## config.mk

```make
export PLATFORM = sky130hd
export DESIGN_NAME = stage_gap_latency_stats_unit
export DESIGN_NICKNAME = d
export VERILOG_FILES = /design/src/sgls_pkg.sv /design/src/sgls_divider.sv /design/src/stage_gap_latency_stats_unit.sv
export SDC_FILE = /design/constraint.sdc
export NUM_CORES = 2
export LEC_CHECK = 0
export BUFFER_PORTS_ARGS = -buffer_cell sky130_fd_sc_hd__buf_4
export CORE_MARGIN = 2
export CORE_UTILIZATION = 46
export CTS_CLUSTER_SIZE = 10
export DETAILED_ROUTE_END_ITERATION = 16
export PLACE_DENSITY_LB_ADDON = 0.12
export SLEW_MARGIN = 0
export SYNTH_ARGS = -nofsm -noshare
export SYNTH_HDL_FRONTEND = slang
export SYNTH_HIERARCHICAL = 1
export SYNTH_SLANG_ARGS = --single-unit
```

## constraint.sdc

```tcl
create_clock -name clk -period 13.95 [get_ports clk]
set_clock_uncertainty 0.05 [all_clocks]
set_input_delay 2.79 -clock clk [delete_from_list [all_inputs] [get_ports clk]]
set_output_delay 2.79 -clock clk [all_outputs]
set_load 0.01 [all_outputs]
```

## src/sgls_pkg.sv

```systemverilog
// ----------------------------------------------------------------------------
// sgls_pkg
// Shared types, widths and helpers for the stage gap latency statistics unit.
// ----------------------------------------------------------------------------
`default_nettype none

package sgls_pkg;

  localparam int NUM_STAGES_DEF = 7;
  localparam int N_STAGE_FIELDS = 7;
  localparam int STAMP_W        = 64;
  localparam int GAP_US_W       = 55;
  localparam int COUNT_W        = 32;
  localparam int SUM_W          = 64;
  localparam int AVG_W          = 62;
  localparam int FRAC_BITS      = 8;
  localparam int GAP_INDEX_W    = 3;
  localparam int NS_PER_US      = 1000;

  localparam int DIVIDEND_W = SUM_W + FRAC_BITS;
  localparam int DIVISOR_W  = COUNT_W;
  localparam int STEP_W     = $clog2(DIVIDEND_W + 1);

  localparam int CHUNK_W     = 16;
  localparam int SCALE_STEPS = STAMP_W / CHUNK_W;
  localparam int NS_REM_W    = 10;
  localparam int SCALE_V_W   = NS_REM_W + CHUNK_W;
  localparam int SCALE_SHIFT = 36;
  localparam int SCALE_MUL_W = 27;
  localparam logic [SCALE_MUL_W-1:0] SCALE_MUL =
    SCALE_MUL_W'(((64'd1 << SCALE_SHIFT) + 64'(NS_PER_US) - 64'd1) / 64'(NS_PER_US));

  localparam logic CMD_RECORD  = 1'b0;
  localparam logic CMD_PUBLISH = 1'b1;

  typedef struct packed {
    logic               cmd;
    logic [STAMP_W-1:0] stage_time_0;
    logic [STAMP_W-1:0] stage_time_1;
    logic [STAMP_W-1:0] stage_time_2;
    logic [STAMP_W-1:0] stage_time_3;
    logic [STAMP_W-1:0] stage_time_4;
    logic [STAMP_W-1:0] stage_time_5;
    logic [STAMP_W-1:0] stage_time_6;
  } in_item_t;

  typedef struct packed {
    logic [GAP_INDEX_W-1:0] gap_index;
    logic [AVG_W-1:0]       average_q8;
    logic [GAP_US_W-1:0]    maximum_us;
    logic                   last_gap;
  } out_item_t;

  typedef struct packed {
    logic                  start;
    logic                  scale;
    logic [DIVIDEND_W-1:0] dividend;
    logic [DIVISOR_W-1:0]  divisor;
  } div_req_t;

  typedef struct packed {
    logic                  busy;
    logic                  done;
    logic [DIVIDEND_W-1:0] quotient;
  } div_rsp_t;

  function automatic logic [STAMP_W-1:0] stage_field(input in_item_t d, input int s);
    logic [STAMP_W-1:0] v;
    case (s)
      0:       v = d.stage_time_0;
      1:       v = d.stage_time_1;
      2:       v = d.stage_time_2;
      3:       v = d.stage_time_3;
      4:       v = d.stage_time_4;
      5:       v = d.stage_time_5;
      6:       v = d.stage_time_6;
      default: v = '0;
    endcase
    return v;
  endfunction

endpackage

`default_nettype wire

```

## src/sgls_divider.sv

```systemverilog
// ----------------------------------------------------------------------------
// sgls_divider
// Shared divider: restoring division, one quotient bit per cycle, for the
// averages, and ns-to-us scaling by reciprocal multiplication, one 16-bit
// chunk per cycle.
// ----------------------------------------------------------------------------
`default_nettype none

module sgls_divider
  import sgls_pkg::*;
(
  input  wire logic     clk,
  input  wire logic     rst_n,
  input  wire div_req_t req,
  output div_rsp_t      rsp
);

  logic                  busy_r,  busy_nxt;
  logic                  done_r,  done_nxt;
  logic                  mode_r,  mode_nxt;
  logic [STEP_W-1:0]     step_r,  step_nxt;
  logic [DIVIDEND_W-1:0] quo_r,   quo_nxt;
  logic [DIVISOR_W-1:0]  rem_r,   rem_nxt;
  logic [DIVISOR_W-1:0]  dvs_r,   dvs_nxt;

  logic [DIVISOR_W:0]    partial;
  logic [DIVISOR_W+1:0]  trial;
  logic                  fits;

  logic [SCALE_V_W-1:0]             scale_v;
  logic [SCALE_V_W+SCALE_MUL_W-1:0] scale_prod;
  logic [CHUNK_W-1:0]               scale_q;
  logic [NS_REM_W-1:0]              scale_rem;

  assign partial = {rem_r, quo_r[DIVIDEND_W-1]};
  assign trial   = {1'b0, partial} - {2'b00, dvs_r};
  assign fits    = ~trial[DIVISOR_W+1];

  assign scale_v    = {rem_r[NS_REM_W-1:0], quo_r[DIVIDEND_W-1 -: CHUNK_W]};
  assign scale_prod = {{SCALE_MUL_W{1'b0}}, scale_v} * {{SCALE_V_W{1'b0}}, SCALE_MUL};
  assign scale_q    = scale_prod[SCALE_SHIFT +: CHUNK_W];
  assign scale_rem  = scale_v[NS_REM_W-1:0] - NS_REM_W'(scale_q * NS_REM_W'(NS_PER_US));

  always_comb begin
    busy_nxt = busy_r;
    done_nxt = 1'b0;
    mode_nxt = mode_r;
    step_nxt = step_r;
    quo_nxt  = quo_r;
    rem_nxt  = rem_r;
    dvs_nxt  = dvs_r;
    if (req.start && !busy_r) begin
      busy_nxt = 1'b1;
      mode_nxt = req.scale;
      step_nxt = '0;
      quo_nxt  = req.scale ? (req.dividend << (DIVIDEND_W - STAMP_W)) : req.dividend;
      rem_nxt  = '0;
      dvs_nxt  = req.divisor;
    end else if (busy_r && mode_r) begin
      quo_nxt = {quo_r[DIVIDEND_W-CHUNK_W-1:0], scale_q};
      rem_nxt = {{(DIVISOR_W - NS_REM_W){1'b0}}, scale_rem};
      if (step_r == STEP_W'(SCALE_STEPS - 1)) begin
        busy_nxt = 1'b0;
        done_nxt = 1'b1;
      end else begin
        step_nxt = step_r + STEP_W'(1);
      end
    end else if (busy_r) begin
      quo_nxt = {quo_r[DIVIDEND_W-2:0], fits};
      rem_nxt = fits ? trial[DIVISOR_W-1:0] : partial[DIVISOR_W-1:0];
      if (step_r == STEP_W'(DIVIDEND_W - 1)) begin
        busy_nxt = 1'b0;
        done_nxt = 1'b1;
      end else begin
        step_nxt = step_r + STEP_W'(1);
      end
    end
  end

  always_ff @(posedge clk) begin
    if (!rst_n) begin
      busy_r <= 1'b0;
      done_r <= 1'b0;
      step_r <= '0;
    end else begin
      busy_r <= busy_nxt;
      done_r <= done_nxt;
      step_r <= step_nxt;
    end
    mode_r <= mode_nxt;
    quo_r  <= quo_nxt;
    rem_r  <= rem_nxt;
    dvs_r  <= dvs_nxt;
  end

  assign rsp.busy     = busy_r;
  assign rsp.done     = done_r;
  assign rsp.quotient = quo_r;

endmodule

`default_nettype wire

```

## src/stage_gap_latency_stats_unit.sv

```systemverilog
// ----------------------------------------------------------------------------
// stage_gap_latency_stats_unit
// Per-gap count, sum and maximum of inter-stage latencies, published as
// fixed point averages and maxima.
// ----------------------------------------------------------------------------
// Record beat: an absent gap takes only the setup state; a present gap takes
//   setup, 4 scaling steps, result and update.
// Publish beat: a gap with samples takes setup, 72 divider steps, result and
//   output, an empty gap setup and output; output stall holds it. One output beat per gap.
// Reset (synchronous, rst_n low) clears all accumulators and control state.
// ----------------------------------------------------------------------------
`default_nettype none

module stage_gap_latency_stats_unit
  import sgls_pkg::*;
#(
  parameter int NUM_STAGES = NUM_STAGES_DEF
) (
  input  wire logic      clk,
  input  wire logic      rst_n,
  input  wire logic      in_valid,
  output logic           in_stall,
  input  wire in_item_t  in_data,
  output logic           out_valid,
  input  wire logic      out_stall,
  output out_item_t      out_data
);

  localparam int NUM_GAPS = NUM_STAGES - 1;
  localparam int GAP_W    = (NUM_GAPS > 1) ? $clog2(NUM_GAPS) : 1;

  localparam logic [2:0] ST_IDLE      = 3'd0;
  localparam logic [2:0] ST_REC_SETUP = 3'd1;
  localparam logic [2:0] ST_REC_DIV   = 3'd2;
  localparam logic [2:0] ST_REC_UPD   = 3'd3;
  localparam logic [2:0] ST_PUB_SETUP = 3'd4;
  localparam logic [2:0] ST_PUB_DIV   = 3'd5;
  localparam logic [2:0] ST_PUB_OUT   = 3'd6;

  logic [2:0]          state_r, state_nxt;
  logic [GAP_W-1:0]    gap_r,   gap_nxt;
  logic [AVG_W-1:0]    avg_r,   avg_nxt;
  logic                out_valid_r, out_valid_nxt;
  out_item_t           out_data_r,  out_data_nxt;

  logic [STAMP_W-1:0]  stamp_r [NUM_STAGES];
  logic [STAMP_W-1:0]  in_stamp [NUM_STAGES];
  logic [COUNT_W-1:0]  count_r [NUM_GAPS];
  logic [SUM_W-1:0]    sum_r   [NUM_GAPS];
  logic [GAP_US_W-1:0] max_r   [NUM_GAPS];

  div_req_t div_req;
  div_rsp_t div_rsp;

  logic                in_take;
  logic                present;
  logic [STAMP_W-1:0]  diff;
  logic                last;
  logic                shift_en;
  logic                upd_en;
  logic                clr_en;
  logic [GAP_US_W-1:0] gap_us;
  logic [SUM_W:0]      sum_ext;
  logic                out_free;

  sgls_divider u_div (
    .clk   (clk),
    .rst_n (rst_n),
    .req   (div_req),
    .rsp   (div_rsp)
  );

  for (genvar s = 0; s < NUM_STAGES; s++) begin : g_in_stamp
    assign in_stamp[s] = stage_field(in_data, s);
  end

  assign in_stall = (state_r != ST_IDLE);
  assign in_take  = in_valid && !in_stall;
  assign present  = (stamp_r[0] != '0) && (stamp_r[1] != '0);
  assign diff     = stamp_r[1] - stamp_r[0];
  assign last     = (gap_r == GAP_W'(NUM_GAPS - 1));
  assign gap_us   = div_rsp.quotient[GAP_US_W-1:0];
  assign sum_ext  = {1'b0, sum_r[gap_r]} + {{(SUM_W + 1 - GAP_US_W){1'b0}}, gap_us};
  assign out_free = !out_valid_r || !out_stall;

  always_comb begin
    div_req.start    = 1'b0;
    div_req.scale    = 1'b1;
    div_req.dividend = {{FRAC_BITS{1'b0}}, diff};
    div_req.divisor  = DIVISOR_W'(NS_PER_US);
    if (state_r == ST_REC_SETUP) begin
      div_req.start = present;
    end else if (state_r == ST_PUB_SETUP) begin
      div_req.start    = (count_r[gap_r] != '0);
      div_req.scale    = 1'b0;
      div_req.dividend = {sum_r[gap_r], {FRAC_BITS{1'b0}}};
      div_req.divisor  = count_r[gap_r];
    end
  end

  always_comb begin
    state_nxt     = state_r;
    gap_nxt       = gap_r;
    avg_nxt       = avg_r;
    out_valid_nxt = out_valid_r && out_stall;
    out_data_nxt  = out_data_r;
    shift_en      = 1'b0;
    upd_en        = 1'b0;
    clr_en        = 1'b0;
    unique case (state_r)
      ST_IDLE: begin
        gap_nxt = '0;
        if (in_take) begin
          state_nxt = (in_data.cmd == CMD_PUBLISH) ? ST_PUB_SETUP : ST_REC_SETUP;
        end
      end
      ST_REC_SETUP: begin
        if (present) begin
          state_nxt = ST_REC_DIV;
        end else begin
          shift_en  = 1'b1;
          state_nxt = last ? ST_IDLE : ST_REC_SETUP;
          gap_nxt   = last ? gap_r : gap_r + GAP_W'(1);
        end
      end
      ST_REC_DIV: begin
        if (div_rsp.done) begin
          state_nxt = ST_REC_UPD;
        end
      end
      ST_REC_UPD: begin
        upd_en    = 1'b1;
        shift_en  = 1'b1;
        state_nxt = last ? ST_IDLE : ST_REC_SETUP;
        gap_nxt   = last ? gap_r : gap_r + GAP_W'(1);
      end
      ST_PUB_SETUP: begin
        if (count_r[gap_r] == '0) begin
          avg_nxt   = '0;
          state_nxt = ST_PUB_OUT;
        end else begin
          state_nxt = ST_PUB_DIV;
        end
      end
      ST_PUB_DIV: begin
        if (div_rsp.done) begin
          avg_nxt = (div_rsp.quotient[DIVIDEND_W-1:AVG_W] != '0) ? '1
                                                                 : div_rsp.quotient[AVG_W-1:0];
          state_nxt = ST_PUB_OUT;
        end
      end
      ST_PUB_OUT: begin
        if (out_free) begin
          clr_en                  = 1'b1;
          out_valid_nxt           = 1'b1;
          out_data_nxt.gap_index  = GAP_INDEX_W'(gap_r);
          out_data_nxt.average_q8 = avg_r;
          out_data_nxt.maximum_us = max_r[gap_r];
          out_data_nxt.last_gap   = last;
          state_nxt               = last ? ST_IDLE : ST_PUB_SETUP;
          gap_nxt                 = last ? gap_r : gap_r + GAP_W'(1);
        end
      end
      default: begin
        state_nxt = ST_IDLE;
      end
    endcase
  end

  always_ff @(posedge clk) begin
    if (!rst_n) begin
      state_r     <= ST_IDLE;
      gap_r       <= '0;
      out_valid_r <= 1'b0;
      for (int g = 0; g < NUM_GAPS; g++) begin
        count_r[g] <= '0;
        sum_r[g]   <= '0;
        max_r[g]   <= '0;
      end
    end else begin
      state_r     <= state_nxt;
      gap_r       <= gap_nxt;
      out_valid_r <= out_valid_nxt;
      if (upd_en) begin
        if (count_r[gap_r] != '1) begin
          count_r[gap_r] <= count_r[gap_r] + COUNT_W'(1);
        end
        sum_r[gap_r] <= sum_ext[SUM_W] ? '1 : sum_ext[SUM_W-1:0];
        if (gap_us > max_r[gap_r]) begin
          max_r[gap_r] <= gap_us;
        end
      end
      if (clr_en) begin
        count_r[gap_r] <= '0;
        sum_r[gap_r]   <= '0;
        max_r[gap_r]   <= '0;
      end
    end
    avg_r      <= avg_nxt;
    out_data_r <= out_data_nxt;
    if (in_take) begin
      for (int s = 0; s < NUM_STAGES; s++) begin
        stamp_r[s] <= in_stamp[s];
      end
    end else if (shift_en) begin
      for (int s = 0; s < NUM_STAGES - 1; s++) begin
        stamp_r[s] <= stamp_r[s+1];
      end
      stamp_r[NUM_STAGES-1] <= '0;
    end
  end

  assign out_valid = out_valid_r;
  assign out_data  = out_data_r;

  a_div_start_idle: assert property (@(posedge clk) disable iff (!rst_n)
    div_req.start |-> !div_rsp.busy)
    else $error("divider started while busy");

  a_upd_after_div: assert property (@(posedge clk) disable iff (!rst_n)
    (state_r == ST_REC_UPD) |-> $past(div_rsp.done))
    else $error("gap update without a finished division");

  a_gap_range: assert property (@(posedge clk) disable iff (!rst_n)
    gap_r <= GAP_W'(NUM_GAPS - 1))
    else $error("gap counter out of range");

  a_out_hold: assert property (@(posedge clk) disable iff (!rst_n)
    (out_valid_r && out_stall) |=> (out_valid_r && $stable(out_data_r)))
    else $error("stalled output beat overwritten");

endmodule

`default_nettype wire

```

==> impl_metrics.py <==
metrics = {
    "sta": {
        "fmax_mhz": 95.66,
        "finalSetupViolCount": 0,
        "rsz0062_at_grt": "no",
        "hold_ws_ns": 0.3604,
        "setup_ws_ns": 3.496,
        "fin_crit_ns": 10.45,
        "worst_pin_slew_ns": 1.254,
        "drv_slew": 0,
        "relSlewSlack_pct": 16.41,
        "setup_tns_ns": 0,
        "final.period_utilization_pct": 74.94,
        "finalHoldViolCount": 0,
    },
    "setup_path": {
        "cp.required_ns": 14.65,
        "crit_top_cell": "fa_1",
        "worstSetupPathType": "register to register",
        "start_kind": "register",
        "cpPeakStageDelay_ns": 0.75,
        "worst-path-max-fanout": 10,
        "cp.arrival_ns": 11.15,
        "endpoint_kind": "register",
        "r2r_start": "u_div/rem_r[2]",
        "r2r_end": "u_div/rem_r[9]",
        "rrSetupSlack_ns": 3.50,
        "slowest_stage": "dfxtp_1",
        "rr_worst_depth": 32,
    },
    "run": {
        "maxCapViolations": 0,
    },
    "global_routing": {
        "track_usage_pct": 28.63,
        "grt_pass1_vias": 68470,
        "gr-total-overflow": 0,
        "grt_antenna_before_repair": 38,
        "grt_max_degree": 178,
        "grt_pass1_wl_mm": 482.0,
    },
    "detailed_routing": {
        "routedWlPerCell_um": 29.32,
        "wl_met3_mm": 25.92,
        "num_vias": 68330,
        "wl_met2_mm": 159.4,
        "wirelength_met1_mm": 138.6,
        "top_layer": "met5",
        "drtIter0Drc": 7301,
        "ant_nets": 0,
        "wirelength_mm": 337.9,
        "drt_first_pass_iters": 6,
        "drt_drc_violations_left": 0,
        "avgViaCountPerCell": 5.929,
    },
    "layout": {
        "layout.nets": 9589,
        "syn2layout_area_growth_pct": 13.45,
        "drive_above_1_share_pct": 21.40,
    },
    "clock_tree": {
        "cts_max_level": 4,
        "clkTransAtPathRegs_ns": 0.06,
        "ctsResizeCount": 0,
        "cts_setup_buffers": 0,
        "cts_tree": "done",
        "clk_path_buf_depth": 3,
        "clk_latency_ns": 0.90,
        "cts_root_buf": "clkbuf_16",
        "cts_buffers": 225,
        "cts_hold_buffers": 0,
        "cts.sinks": 1995,
    },
    "min_path": {
        "hp-class": "register to register",
        "min_delay_path_depth": 0,
        "worstHoldStart": "avg_r[33]",
        "hold_end": "out_data[89]",
    },
    "die": {
        "start_util_pct": 46.27,
        "dieArea_um2": 232700,
        "ios": 576,
        "die_h_um": 482.4,
        "die_w_um": 482.4,
        "core-area_um2": 227500,
        "fp-row-count": 175,
    },
    "synthesis": {
        "synth_area_per_cell_um2": 13.37,
        "yosys_warnings": 6,
        "synthCells": 7871,
        "synth_area_um2": 105300,
        "syn_nets": 9035,
    },
    "placement": {
        "portBuffers": 575,
        "gp_congestion": 0.9592,
        "dpl_worst_slack_ns": 3.542,
        "dpl.hpwl_mm": 233.4,
    },
    "run_status": {
        "status": "complete, no violations",
    },
}
[state kept, by name, summed over array words and instances, names as in the netlist, named ones only]
signal,flops
u_div/step_r,7
count_r,256
u_div/done_r,1
avg_r,62
u_div/quo_r,72
u_div/mode_r,1
max_r,440
gap_r,3
u_div/rem_r,32
out_data,121
u_div/dvs_r,32
out_valid,1
stamp_r,448
sum_r,512
state_r,3
u_div/busy_r,1
[metal layers]
metal  vias to the layer above  global-route usage, %
met5                         -                      0
met4                        22                  11.14
met3                       520                  5.718
met2                      2820                  45.88
met1                     34880                  38.47
li1                      30090                      -
[critical path, delay by kind of cell, from the launching register on]
family | cells | cell delay, ns
simple gates | 6 | 1.14
buf+inv | 6 | 0.54
flops | 1 | 0.75
compound gates | 4 | 1.27
fa+ha+maj | 13 | 5.82
xor+xnor | 3 | 0.78
[area by class of cell]
class	instances	area [um^2]
flip-flops and latches	1995	59410
well taps	3009	3765
repair buffers	725	5493
diodes	25	62.56
clock inverters	32	399.1
clock buffers	261	5808
multi-input cells	4848	42110
inverters	630	2370
fillers	19350	108100
[worst max path at each step]
stage                          from  depth (start not counted)  slack (ns)        endpoint
floorplan                  in_valid                          3        0.52   stamp_r[0][0]
global route         u_div/rem_r[2]                         32        3.07  u_div/rem_r[9]
global placement     u_div/rem_r[2]                         32        3.57  u_div/rem_r[9]
CTS                 u_div/quo_r[71]                         34        3.48  u_div/rem_r[9]
finish               u_div/rem_r[2]                         32        3.50  u_div/rem_r[9]
detailed placement  u_div/quo_r[71]                         34        3.54  u_div/rem_r[9]
[placed cells by master, fill, tap and decap left out, types with 34 or more instances in the layout]
master     count
a211oi_1      48
a21o_1       107
a21oi_1      304
a22oi_1       46
and2_1       123
and3_1       144
buf_4        721
clkbuf_1      34
clkbuf_16    227
dfxtp_1       46
edfxtp_1    1944
fa_1         218
ha_1         493
inv_1        627
mux2_2       445
mux2i_1      174
mux4_2       278
nand2_1      299
nand3_1       55
nand4_1       78
nor2_1       977
nor3_1        64
nor4_1        43
o21a_1        98
o21ai_0      208
xnor2_1      120
xor2_1        66
[per-stage QoR]
step | utilization, % | cells | area, um^2
after floorplan | - | 7871 | 105300
after global placement | 49.73 | 11210 | 113100
after detailed placement | 49.73 | 11210 | 113100
after CTS | 52.46 | 11500 | 119400
after global routing | 52.47 | 11510 | 119400
final | 52.49 | 11530 | 119400
Power is left out: the tool's default activity adds up to more than one toggle a clock period on the data nets, which glitch-free logic cannot reach.
